===== src/design/idc_pkg.sv =====
package idc_pkg;

    // Sample and window geometry
    localparam int SAMPLE_BITS   = 28;
    localparam int WINDOW_DEPTH  = 4;
    localparam int WIN_IDX_BITS  = $clog2(WINDOW_DEPTH);
    localparam int SUM_BITS      = SAMPLE_BITS + WIN_IDX_BITS;

    // Register widths
    localparam int LEVEL_BITS    = 28;
    localparam int THR_BITS      = 16;
    localparam int CFG_DATA_BITS = 28;
    localparam int CFG_IDX_BITS  = 2;

    // Percentage math
    localparam int PCT_BITS      = 7;
    localparam int OFS_BITS      = LEVEL_BITS + 1;        // signed level difference
    localparam int PROD_BITS     = LEVEL_BITS + PCT_BITS; // |offset| * 100
    localparam int DIV_BITS      = 36;                    // quotient bits, one per cycle
    localparam int DEN_BITS      = LEVEL_BITS + 2;        // |span| * 2
    localparam int STEP_BITS     = $clog2(DIV_BITS);

    localparam logic [PCT_BITS-1:0] PCT_FULL  = PCT_BITS'(100);
    localparam logic [PCT_BITS-1:0] PCT_HALF  = PCT_BITS'(50);
    localparam logic [PCT_BITS-1:0] PASS_LOW  = PCT_BITS'(45);
    localparam logic [PCT_BITS-1:0] PASS_HIGH = PCT_BITS'(55);
    localparam logic [PCT_BITS-1:0] PCT_ZERO  = '0;

    // Verdict codes
    localparam logic [1:0] VERDICT_PASS = 2'd0;
    localparam logic [1:0] VERDICT_FAR  = 2'd1;
    localparam logic [1:0] VERDICT_NEAR = 2'd2;

    // Register indexes
    localparam logic [CFG_IDX_BITS-1:0] REG_EMPTY_LEVEL = 2'd0;
    localparam logic [CFG_IDX_BITS-1:0] REG_REF_LEVEL   = 2'd1;
    localparam logic [CFG_IDX_BITS-1:0] REG_THRESHOLD   = 2'd2;
    localparam logic [CFG_IDX_BITS-1:0] REG_CAL_DONE    = 2'd3;

    localparam logic [THR_BITS-1:0] THRESHOLD_RESET = THR_BITS'(50);

endpackage


===== src/design/inductive_distance_classifier_unit.sv =====
// Inductive distance classifier.
// Input channel (s_valid/s_ready, s_sample): one raw sensor conversion per
// transaction. It enters a four-entry ring; the truncated ring average
// replaces the held level when it moves by more than the deadband threshold.
// Result channel (m_valid/m_ready): one transaction per input with the held
// level, the calibrated distance percentage (100 empty, 50 reference), the
// pass/far/near verdict and a copy of calibration_done.
// Configuration: cfg_wr_en with cfg_index and cfg_wdata, written while idle.
// Sequence: after acceptance an item goes through the ring sum, the
// deadband step, the multiply, the bit-serial divider and a finish step
// when calibrated; when not calibrated or when both calibration levels are
// equal it skips the divider. s_ready stays low until the sequencer returns
// to idle after the finish step. The divider takes one quotient bit a cycle.
// The result sits in an output register; the next transaction is accepted
// while it waits. If the receiver stalls, the finished item waits at the
// finish step until the output register frees.
// Reset clears the ring, the held level and the configuration registers (threshold 50).
module inductive_distance_classifier_unit
    import idc_pkg::*;
(
    input  logic                     aclk,
    input  logic                     aresetn,

    input  logic                     cfg_wr_en,
    input  logic [CFG_IDX_BITS-1:0]  cfg_index,
    input  logic [CFG_DATA_BITS-1:0] cfg_wdata,

    input  logic                     s_valid,
    output logic                     s_ready,
    input  logic [SAMPLE_BITS-1:0]   s_sample,

    output logic                     m_valid,
    input  logic                     m_ready,
    output logic [LEVEL_BITS-1:0]    m_held_level,
    output logic [PCT_BITS-1:0]      m_distance_percent,
    output logic [1:0]               m_verdict,
    output logic                     m_distance_valid
);

    typedef enum logic [2:0] {
        ST_IDLE,
        ST_SUM,
        ST_HOLD,
        ST_MUL,
        ST_DIV,
        ST_FIN
    } state_t;

    // Configuration registers
    logic [LEVEL_BITS-1:0] empty_level_reg;
    logic [LEVEL_BITS-1:0] ref_level_reg;
    logic [THR_BITS-1:0]   threshold_reg;
    logic                  cal_done_reg;

    // Datapath state
    state_t                 state_reg;
    logic [SAMPLE_BITS-1:0] window_reg [WINDOW_DEPTH];
    logic [WIN_IDX_BITS-1:0] slot_reg;
    logic [SAMPLE_BITS-1:0] hold_reg;
    logic [SUM_BITS-1:0]    sum_reg;
    logic [STEP_BITS-1:0]   step_reg;
    logic [DIV_BITS-1:0]    quo_reg;
    logic [DEN_BITS-1:0]    den_reg;
    logic [DEN_BITS-1:0]    rem_reg;
    logic [PCT_BITS-1:0]    pct_reg;

    // Output register
    logic                   m_valid_reg;
    logic [LEVEL_BITS-1:0]  m_held_reg;
    logic [PCT_BITS-1:0]    m_pct_reg;
    logic [1:0]             m_verdict_reg;
    logic                   m_dvalid_reg;

    // Combinational helpers
    logic [SAMPLE_BITS-1:0] avg;
    logic [SAMPLE_BITS-1:0] diff;
    logic signed [OFS_BITS-1:0] offset;
    logic signed [OFS_BITS-1:0] span;
    logic [LEVEL_BITS-1:0]  offset_mag;
    logic [LEVEL_BITS-1:0]  span_mag;
    logic [PROD_BITS-1:0]   prod;
    logic [DEN_BITS:0]      rem_shift;
    logic                   fits;
    logic [DEN_BITS-1:0]    rem_next;
    logic [DIV_BITS-1:0]    quo_next;
    logic                   neg_reg;
    logic [PCT_BITS-1:0]    pct_div;
    logic [1:0]             verdict_next;
    logic                   out_free;

    // Configuration writes
    always_ff @(posedge aclk) begin
        if (!aresetn) begin
            empty_level_reg <= '0;
            ref_level_reg   <= '0;
            threshold_reg   <= THRESHOLD_RESET;
            cal_done_reg    <= 1'b0;
        end else if (cfg_wr_en) begin
            unique case (cfg_index)
                REG_EMPTY_LEVEL: empty_level_reg <= cfg_wdata[LEVEL_BITS-1:0];
                REG_REF_LEVEL:   ref_level_reg   <= cfg_wdata[LEVEL_BITS-1:0];
                REG_THRESHOLD:   threshold_reg   <= cfg_wdata[THR_BITS-1:0];
                REG_CAL_DONE:    cal_done_reg    <= cfg_wdata[0];
                default: ;
            endcase
        end
    end

    // Deadband on the ring average
    assign avg  = sum_reg[SUM_BITS-1:WIN_IDX_BITS];
    assign diff = (avg >= hold_reg) ? (avg - hold_reg) : (hold_reg - avg);

    // Signed offset and span, magnitudes, scale by 100
    assign offset     = $signed({1'b0, hold_reg}) - $signed({1'b0, empty_level_reg});
    assign span       = $signed({1'b0, ref_level_reg}) - $signed({1'b0, empty_level_reg});
    assign offset_mag = offset[OFS_BITS-1] ? LEVEL_BITS'(-offset) : offset[LEVEL_BITS-1:0];
    assign span_mag   = span[OFS_BITS-1] ? LEVEL_BITS'(-span) : span[LEVEL_BITS-1:0];
    assign prod       = PROD_BITS'(offset_mag) * PROD_BITS'(PCT_FULL);

    // One restoring divider step
    assign rem_shift = {rem_reg, quo_reg[DIV_BITS-1]};
    assign fits      = rem_shift >= {1'b0, den_reg};
    assign rem_next  = fits ? DEN_BITS'(rem_shift - {1'b0, den_reg})
                            : rem_shift[DEN_BITS-1:0];
    assign quo_next  = {quo_reg[DIV_BITS-2:0], fits};

    // Percentage from the final quotient, clamped to 0..100
    always_comb begin
        if (neg_reg) begin
            pct_div = PCT_FULL;
        end else if (quo_next >= DIV_BITS'(PCT_FULL)) begin
            pct_div = PCT_ZERO;
        end else begin
            pct_div = PCT_FULL - quo_next[PCT_BITS-1:0];
        end
    end

    // Verdict
    always_comb begin
        if (!cal_done_reg) begin
            verdict_next = VERDICT_PASS;
        end else if (pct_reg > PASS_HIGH) begin
            verdict_next = VERDICT_FAR;
        end else if (pct_reg < PASS_LOW) begin
            verdict_next = VERDICT_NEAR;
        end else begin
            verdict_next = VERDICT_PASS;
        end
    end

    assign out_free = !m_valid_reg || m_ready;
    assign s_ready  = (state_reg == ST_IDLE);

    // Sequencer and datapath
    always_ff @(posedge aclk) begin
        if (!aresetn) begin
            state_reg   <= ST_IDLE;
            slot_reg    <= '0;
            hold_reg    <= '0;
            for (int i = 0; i < WINDOW_DEPTH; i++) begin
                window_reg[i] <= '0;
            end
            m_valid_reg <= 1'b0;
        end else begin
            // load on finish, else drop once the result is taken
            if (state_reg == ST_FIN && out_free) begin
                m_valid_reg <= 1'b1;
            end else if (m_valid_reg && m_ready) begin
                m_valid_reg <= 1'b0;
            end
            unique case (state_reg)
                ST_IDLE: begin
                    if (s_valid) begin
                        window_reg[slot_reg] <= s_sample;
                        slot_reg  <= slot_reg + 1'b1;
                        sum_reg   <= '0;
                        step_reg  <= '0;
                        state_reg <= ST_SUM;
                    end
                end
                ST_SUM: begin
                    sum_reg  <= sum_reg + SUM_BITS'(window_reg[step_reg[WIN_IDX_BITS-1:0]]);
                    step_reg <= step_reg + 1'b1;
                    if (step_reg == STEP_BITS'(WINDOW_DEPTH - 1)) begin
                        state_reg <= ST_HOLD;
                    end
                end
                ST_HOLD: begin
                    if (diff > SAMPLE_BITS'(threshold_reg)) begin
                        hold_reg <= avg;
                    end
                    state_reg <= ST_MUL;
                end
                ST_MUL: begin
                    if (!cal_done_reg) begin
                        pct_reg   <= PCT_ZERO;
                        state_reg <= ST_FIN;
                    end else if (span == '0) begin
                        pct_reg   <= PCT_HALF;
                        state_reg <= ST_FIN;
                    end else begin
                        quo_reg   <= DIV_BITS'(prod);
                        den_reg   <= {1'b0, span_mag, 1'b0};
                        rem_reg   <= '0;
                        neg_reg   <= offset[OFS_BITS-1] ^ span[OFS_BITS-1];
                        step_reg  <= '0;
                        state_reg <= ST_DIV;
                    end
                end
                ST_DIV: begin
                    quo_reg  <= quo_next;
                    rem_reg  <= rem_next;
                    step_reg <= step_reg + 1'b1;
                    if (step_reg == STEP_BITS'(DIV_BITS - 1)) begin
                        pct_reg   <= pct_div;
                        state_reg <= ST_FIN;
                    end
                end
                ST_FIN: begin
                    if (out_free) begin
                        m_held_reg    <= hold_reg;
                        m_pct_reg     <= pct_reg;
                        m_verdict_reg <= verdict_next;
                        m_dvalid_reg  <= cal_done_reg;
                        state_reg     <= ST_IDLE;
                    end
                end
                default: state_reg <= ST_IDLE;
            endcase
        end
    end

    assign m_valid            = m_valid_reg;
    assign m_held_level       = m_held_reg;
    assign m_distance_percent = m_pct_reg;
    assign m_verdict          = m_verdict_reg;
    assign m_distance_valid   = m_dvalid_reg;

endmodule

===== config.mk =====
export PLATFORM = sky130hd
export DESIGN_NAME = inductive_distance_classifier_unit
export DESIGN_NICKNAME = d
export VERILOG_FILES = /design/src/design/idc_pkg.sv /design/src/design/inductive_distance_classifier_unit.sv
export SDC_FILE = /design/constraint.sdc
export NUM_CORES = 1
export LEC_CHECK = 0
export BUFFER_PORTS_ARGS = -buffer_cell sky130_fd_sc_hd__buf_4
export CORE_MARGIN = 2
export CORE_UTILIZATION = 50
export CTS_CLUSTER_SIZE = 40
export DETAILED_ROUTE_END_ITERATION = 8
export GPL_TIMING_DRIVEN = 0
export HOLD_SLACK_MARGIN = 0.1
export PLACE_DENSITY = 0.69
export SETUP_SLACK_MARGIN = 0.05
export SKIP_LAST_GASP = 1
export SLEW_MARGIN = 20
export SYNTH_ARGS = -nofsm -noshare
export SYNTH_HDL_FRONTEND = slang
export SYNTH_SLANG_ARGS = --single-unit

===== constraint.sdc =====
create_clock -name aclk -period 6.6 [get_ports aclk]
set_clock_uncertainty 0.2 [all_clocks]
set_input_delay 0.66 -clock aclk [delete_from_list [all_inputs] [get_ports aclk]]
set_output_delay 0.66 -clock aclk [all_outputs]
set_load 0.05 [all_outputs]

[Yosys cells after proc, flatten, opt, wreduce, memory -nomap -nowiden]
Memories as Yosys holds them, arrays and structs flattened. A register that Yosys moved wholly into a read port is not among the register bits.
Cells that the tools add are included.
W data, S select, Z words.
Storage, ports and cells
  register bits after elaboration: 283
  RAM bits: 112
  input bits: 63
  output and inout bits: 40
  memories: 1
Memories
  window_reg: words 4, bits a word 28, read ports 1, clocked after Yosys merged registers in 1, write ports 4, RTL line inductive_distance_classifier_unit.sv:57  | logic [SAMPLE_BITS-1:0] window_reg [WINDOW_DEPTH];
Operators by class
  $add $sub $neg: 11
  $mul: 1
  order comparisons: 6
  equality and inequality tests: 17
  mux-type cells: 42
  bitwise logic cells: 3
  reductions and logical operators: 27
Operators with widths (number)
  $mux W30: 4
  $pmux W30 S2: 2
  $mux W28: 4
  $mux W36: 2
  $pmux W36 S2: 1
  $sub A28 B28 Y29: 2
  $neg A28 Y28: 2
  $sub A28 B28 Y28: 2
  $ge A36 B7 Y1 const B: 1
  $mux W7: 5
  $mul A28 B5 Y33 const B: 1
  $ge A31 B29 Y1: 1
  $add A30 B28 Y30: 1
  $sub A30 B29 Y30: 1
  $logic_not A29 Y1: 1
  $ge A28 B28 Y1: 1
  $gt A28 B16 Y1: 1
  $reduce_or A28 Y1: 1
  $mux W6: 3
  $pmux W3 S6: 1
  $pmux W6 S3: 1
  $reduce_and A4 Y1: 4
  $pmux W7 S2: 1
  $mux W3: 4
  29 further kinds: 60

[Depth between registers and ports, before layout]
  word-level depth: 7
  gate-level depth with buffers: 32
  gate-level depth less buffers: 31

[Worst setup path after synthesis]
OpenSTA, ideal clock, no wires.
  path kind: reg2reg
  from: register hold_reg[0]
  to: register quo_reg[33] (data pin)
  setup time: 0.262 ns
  arrival: 6.522 ns
  required time: 6.138 ns
  slack: -0.385 ns
  stages on the path, launching flop included: 31
  buffers on the path: 0
  period minus slack after synthesis: 6.985 ns
  cell sequence: dfxtp_1 -> inv_1 -> ha_1 -> inv_1 -> fa_1 -> a21o_1 -> a21oi_1 -> xnor2_1 -> or2_2 -> a211oi_1 -> nor4b_1 -> nand3_1 -> o31ai_1 -> xnor2_1 -> ha_1 -> ha_1 -> inv_1 -> fa_1 -> inv_1 -> ha_1 -> a21o_1 -> a21o_1 -> a21oi_1 -> o21ai_0 -> a211o_1 -> a41oi_1 -> o21ai_0 -> a31oi_1 -> o21bai_1 -> mux2i_1 -> nand3_1
Between the ends
  cells in the longest elaborated chain, start to end: 7
Ends and longest elaborated chain
  start, declared: RTL line inductive_distance_classifier_unit.sv:59  | logic [SAMPLE_BITS-1:0] hold_reg;
  start signal, assigned: RTL line inductive_distance_classifier_unit.sv:190  | hold_reg <= avg;
  $sub A28 B28 Y29 (*): RTL line inductive_distance_classifier_unit.sv:114  | assign offset = $signed({1'b0, hold_reg}) - $signed({1'b0, empty_level_reg});
  $neg A28 Y28: RTL line inductive_distance_classifier_unit.sv:116  | assign offset_mag = offset[OFS_BITS-1] ? LEVEL_BITS'(-offset) : offset[LEVEL_BITS-1:0];
  $mux W28 (*): RTL line inductive_distance_classifier_unit.sv:116
  $mul A28 B5 Y33 (*): RTL line inductive_distance_classifier_unit.sv:118  | assign prod = PROD_BITS'(offset_mag) * PROD_BITS'(PCT_FULL);
  $mux W36 (*): RTL line inductive_distance_classifier_unit.sv:198  | end else if (span == '0) begin
  $mux W36 (*): RTL line inductive_distance_classifier_unit.sv:195  | if (!cal_done_reg) begin
  $pmux W36 S2 (*): RTL line inductive_distance_classifier_unit.sv:171  | unique case (state_reg)
  end signal, assigned: RTL line inductive_distance_classifier_unit.sv:202  | quo_reg <= DIV_BITS'(prod);
  end signal, assigned: RTL line inductive_distance_classifier_unit.sv:211  | quo_reg <= quo_next;
  end, declared: RTL line inductive_distance_classifier_unit.sv:62  | logic [DIV_BITS-1:0] quo_reg;
Every way passes the cells marked *; elsewhere a longest branch is shown, timed or not. The select of a mux whose other input is x is not followed.
A chain may end at the register's enable or synchronous reset.

[Worst setup path in the final report]
  from: register empty_level_reg[1]
  to: register quo_reg[34] (data pin)
Between the ends
  cells in the longest elaborated chain, start to end: 7
Ends and longest elaborated chain
  start, declared: RTL line inductive_distance_classifier_unit.sv:50  | logic [LEVEL_BITS-1:0] empty_level_reg;
  start signal, assigned: RTL line inductive_distance_classifier_unit.sv:100  | REG_EMPTY_LEVEL: empty_level_reg <= cfg_wdata[LEVEL_BITS-1:0];
  $sub A28 B28 Y29 (*): RTL line inductive_distance_classifier_unit.sv:114
  $neg A28 Y28: RTL line inductive_distance_classifier_unit.sv:116
  $mux W28 (*): RTL line inductive_distance_classifier_unit.sv:116
  $mul A28 B5 Y33 (*): RTL line inductive_distance_classifier_unit.sv:118
  $mux W36 (*): RTL line inductive_distance_classifier_unit.sv:198
  $mux W36 (*): RTL line inductive_distance_classifier_unit.sv:195
  $pmux W36 S2 (*): RTL line inductive_distance_classifier_unit.sv:171
Marks and branches as above.

==> reports/metrics.csv <==
stage,metric,value,unit
finish,layout_common_cells,"nand2_1 (383), inv_1 (313), edfxtp_1 (288), nor2_1 (272), ha_1 (250)",
clock_tree,cts_buffers,47,
yosys,synthDistinctLibCells,87,
yosys,synthCells,3174,
power,pwr_density_cell,509,nW/um^2
power,clock_power_share,0.154,
setup_path,cpPeakStageDelay,500,ps
power,p_int,0.0104,W
yosys,synth-seq-area-share,0.373,
setup_path,critPathMaxFanout,6,
timing,setup_ws,-443,ps
yosys,avgSynthCellArea,9.14,um^2
floorplanning,dieWidth,245,um
power,power.leakage,14.6,nW
clock_tree,cts_sinks,397,
routing,drtIter0Drc,1491,
global_routing,gr-usage-met3,0.0313,
yosys,syn_area,29000,um^2
floorplanning,fp-row-count,88,
global_routing,grt_max_degree,35,
finish,instances_no_fill,4234,
clock_tree,cts_tree,yes,
yosys,synth_edf_count,288,
timing,post-route-min-period,7040,ps
clock_tree,cts_root_buf,clkbuf_16,
setup_path,r2r_start,empty_level_reg[1]$_SDFFE_PN0P_,
setup_path,critPathLaunch,empty_level_reg[1]$_SDFFE_PN0P_,
setup_path,slowest_stage,fa_1,
placed_design,dp.cells,4047,
global_routing,grt_pass1_wl,126000,um
setup_path,worstPathArrival,7160,ps
power,p_switching,0.00729,W
timing,finalSetupViolations,13,
power,switching_share,0.413,
finish,final_area,34700,um^2
setup_path,end_kind,flop,
finish,final_common_cell,nand2_1,
yosys,synth_nets,3541,
routing,ant_nets,0,
setup_path,r2r_cells,28,
timing,slew_violations,0,
timing,fmaxAchievable,0.142,GHz
floorplanning,start_util,0.504,
timing,maxSlewHeadroom,0.254,
global_routing,grt_use_met1,0.316,
routing,vias,23900,
timing,setup_tns,-3240,ps
placed_design,gp_congestion,0.970,
placed_design,postPlaceCellArea,31100,um^2
floorplanning,dieArea,60000,um^2
outcome,status,"complete, but fails checks",
timing,hold_viol_final,0,
min_path,hold_path.class,in -> reg,
power,combPwrFrac,0.663,
global_routing,grtUsageTotal,0.266,
routing,drc,0,
timing,fin_crit_sh,1.07,
yosys,async_reset_ff_frac,0,
global_routing,grtUsageMet2,0.471,
clock_tree,worst_skew_pair.late_latency,590,ps
timing,worstMarginPinSlew,1110,ps
routing,drtPass1Iterations,5,
setup_path,crit_required,6720,ps
timing,rsz0062_at_grt,true,
yosys,synth_ff_type,edfxtp_1,
setup_path,r2r_end,quo_reg[34]$_DFFE_PP_,
finish,areaGrowthSynthToFinish,19.6,%
global_routing,busiest_layer,met2,
clock_tree,clkSlewWorstSetupHoldPaths,60,ps
finish,n_antenna_cell,0,
global_routing,antenna_found_initial,1,
power,seqPwrFrac,0.183,
setup_path,startpoint_type,flop,
global_routing,grt_pass1_vias,23800,
outcome,violations,negative setup slack,
clock_tree,clock_path_buffers,3,
job,max_cap_violations,0,
floorplanning,coreArea,57600,um^2
placed_design,pre_cts_ws,-1100,ps
placed_design,io_buffers,101,
setup_path,crit_end,quo_reg[34]$_DFFE_PP_,
yosys,synth_warnings,0,
global_routing,grt_overflow_total,0,
finish,layout.nets,3799,
power,vdd_drop_max,744,uV
floorplanning,fp.dieH,245,um
clock_tree,htree_levels,2,
clock_tree,cts_hold_buf,0,
routing,wl_per_cell,19.3,um
finish,largest_register_ffs,112,
yosys,yosys_register_bits,397,
floorplanning,ios,103,
routing,avgViaCountPerCell,5.65,
setup_path,worst-r2r-setup-slack,-440,ps
routing,routed_wirelength,81700,um
setup_path,worstSetupPathType,reg -> reg,
finish,drive_gt1_frac,0.161,
placed_design,dp_hpwl,62400,um
[routing by layer]
metal | vias to the layer above | wire length, um | part of all wire
met4 | 0 | 4490 | 0.055
met3 | 212 | 3170 | 0.039
met1 | 11400 | 33700 | 0.41
met5 | - | 0 | 0
met2 | 595 | 40300 | 0.49
li1 | 11700 | - | -
[timing repair]
item                                    in CTS  in global routing
pin swaps                                   72                 72
cloned                                       2                  0
resized for setup                          125                115
hold endpoints to repair                     0                  0
endpoints found under the setup margin      49                 47
setup buffers                               70                 32
[Yosys cell counts (23+ instances only)]
cell type,number,area [um^2]
nor3_1,48,240
o21ai_0,131,656
mux2i_1,47,470
nand3_1,61,305
ha_1,275,3440
fa_1,29,581
xor2_1,91,797
edfxtp_1,288,8650
and3_1,32,200
inv_1,325,1220
nand2b_1,29,181
a21o_1,93,698
a21oi_1,195,976
a31oi_1,30,188
o21a_1,29,218
nor2_1,280,1050
clkbuf_1,99,372
and2_1,23,144
nor2b_1,29,181
a211oi_1,32,240
nand4_1,25,156
xnor2_1,118,1030
dfxtp_1,109,2180
mux4_2,28,631
nand2_1,387,1450
a21boi_0,83,623
[per-stage QoR]
| step | total power [W] | utilization | hold WS [ps] |
|---|---|---|---|
| floorplan | 0.00936 | - | 227 |
| global placement | 0.0108 | 0.536 | 235 |
| detailed placement | 0.0110 | 0.540 | 239 |
| CTS | 0.0153 | 0.588 | 113 |
| global route | 0.0189 | 0.603 | 125 |
| finish | 0.0177 | 0.603 | 144 |
[cell type report]
class                           count  area (um^2)
Fill cell                        4790        22900
Multi-Input combinational cell   2338        17800
Sequential cell                   397        10800
Timing Repair Buffer              211         1750
Clock buffer                       56         1290
Inverter                          325         1230
Tap cell                          765          957
Buffer                            112          503
Clock inverter                     30          322
[power groups by stage]
| stage | logic [W] | registers (W) | clock network [W] |
|---|---|---|---|
| global placement | 0.00746 | 0.00330 | 0 |
| detailed placement | 0.00766 | 0.00330 | 0 |
| CTS | 0.00927 | 0.00324 | 0.00276 |
| finish | 0.0117 | 0.00324 | 0.00272 |
| floorplan | 0.00609 | 0.00327 | 0 |
| global route | 0.0128 | 0.00325 | 0.00285 |
[how the worst min path moves through the flow]
| stage | from | to | slack (ps) | depth (start not counted) |
|---|---|---|---|---|
| final | cfg_wdata[22] | ref_level_reg[22]$_SDFFE_PN0P_ | 140 | 3 |
| after CTS | cfg_wdata[23] | ref_level_reg[23]$_SDFFE_PN0P_ | 110 | 3 |
| after detailed placement | pct_reg[0]$_SDFFCE_PP0P_ | m_distance_percent[0]$_DFFE_PP_ | 240 | 0 |
| after floorplan | pct_reg[2]$_SDFFCE_PN0P_ | m_distance_percent[2]$_DFFE_PP_ | 230 | 0 |
| after global placement | pct_reg[2]$_SDFFCE_PN0P_ | m_distance_percent[2]$_DFFE_PP_ | 240 | 0 |
| after global routing | cfg_wdata[22] | ref_level_reg[22]$_SDFFE_PN0P_ | 120 | 3 |
[worst max-delay path, delay by kind of cell (launching register included)]
family	cells	cell delay, ps
and+or+nand+nor	4	1060
DFF	1	350
AOI/OAI and AO/OA	10	2190
adders and majority gates	5	1770
buffers and inverters	6	780
xor gates and xnor gates	3	430
[kinds of logic after synthesis]
| kind of cell | count (synthesis) | share of synthesized area |
|---|---|---|
| buffers and inverters | 440 | 0.0593 |
| multiplexers | 78 | 0.0391 |
| AO/OA/AOI/OAI | 746 | 0.170 |
| AND/OR/NAND/NOR | 1000 | 0.156 |
| XOR/XNOR | 209 | 0.0631 |
| flip-flops | 397 | 0.373 |
| adder cells (fa/ha/maj) | 304 | 0.139 |
Power figures use the tool's default switching activity.
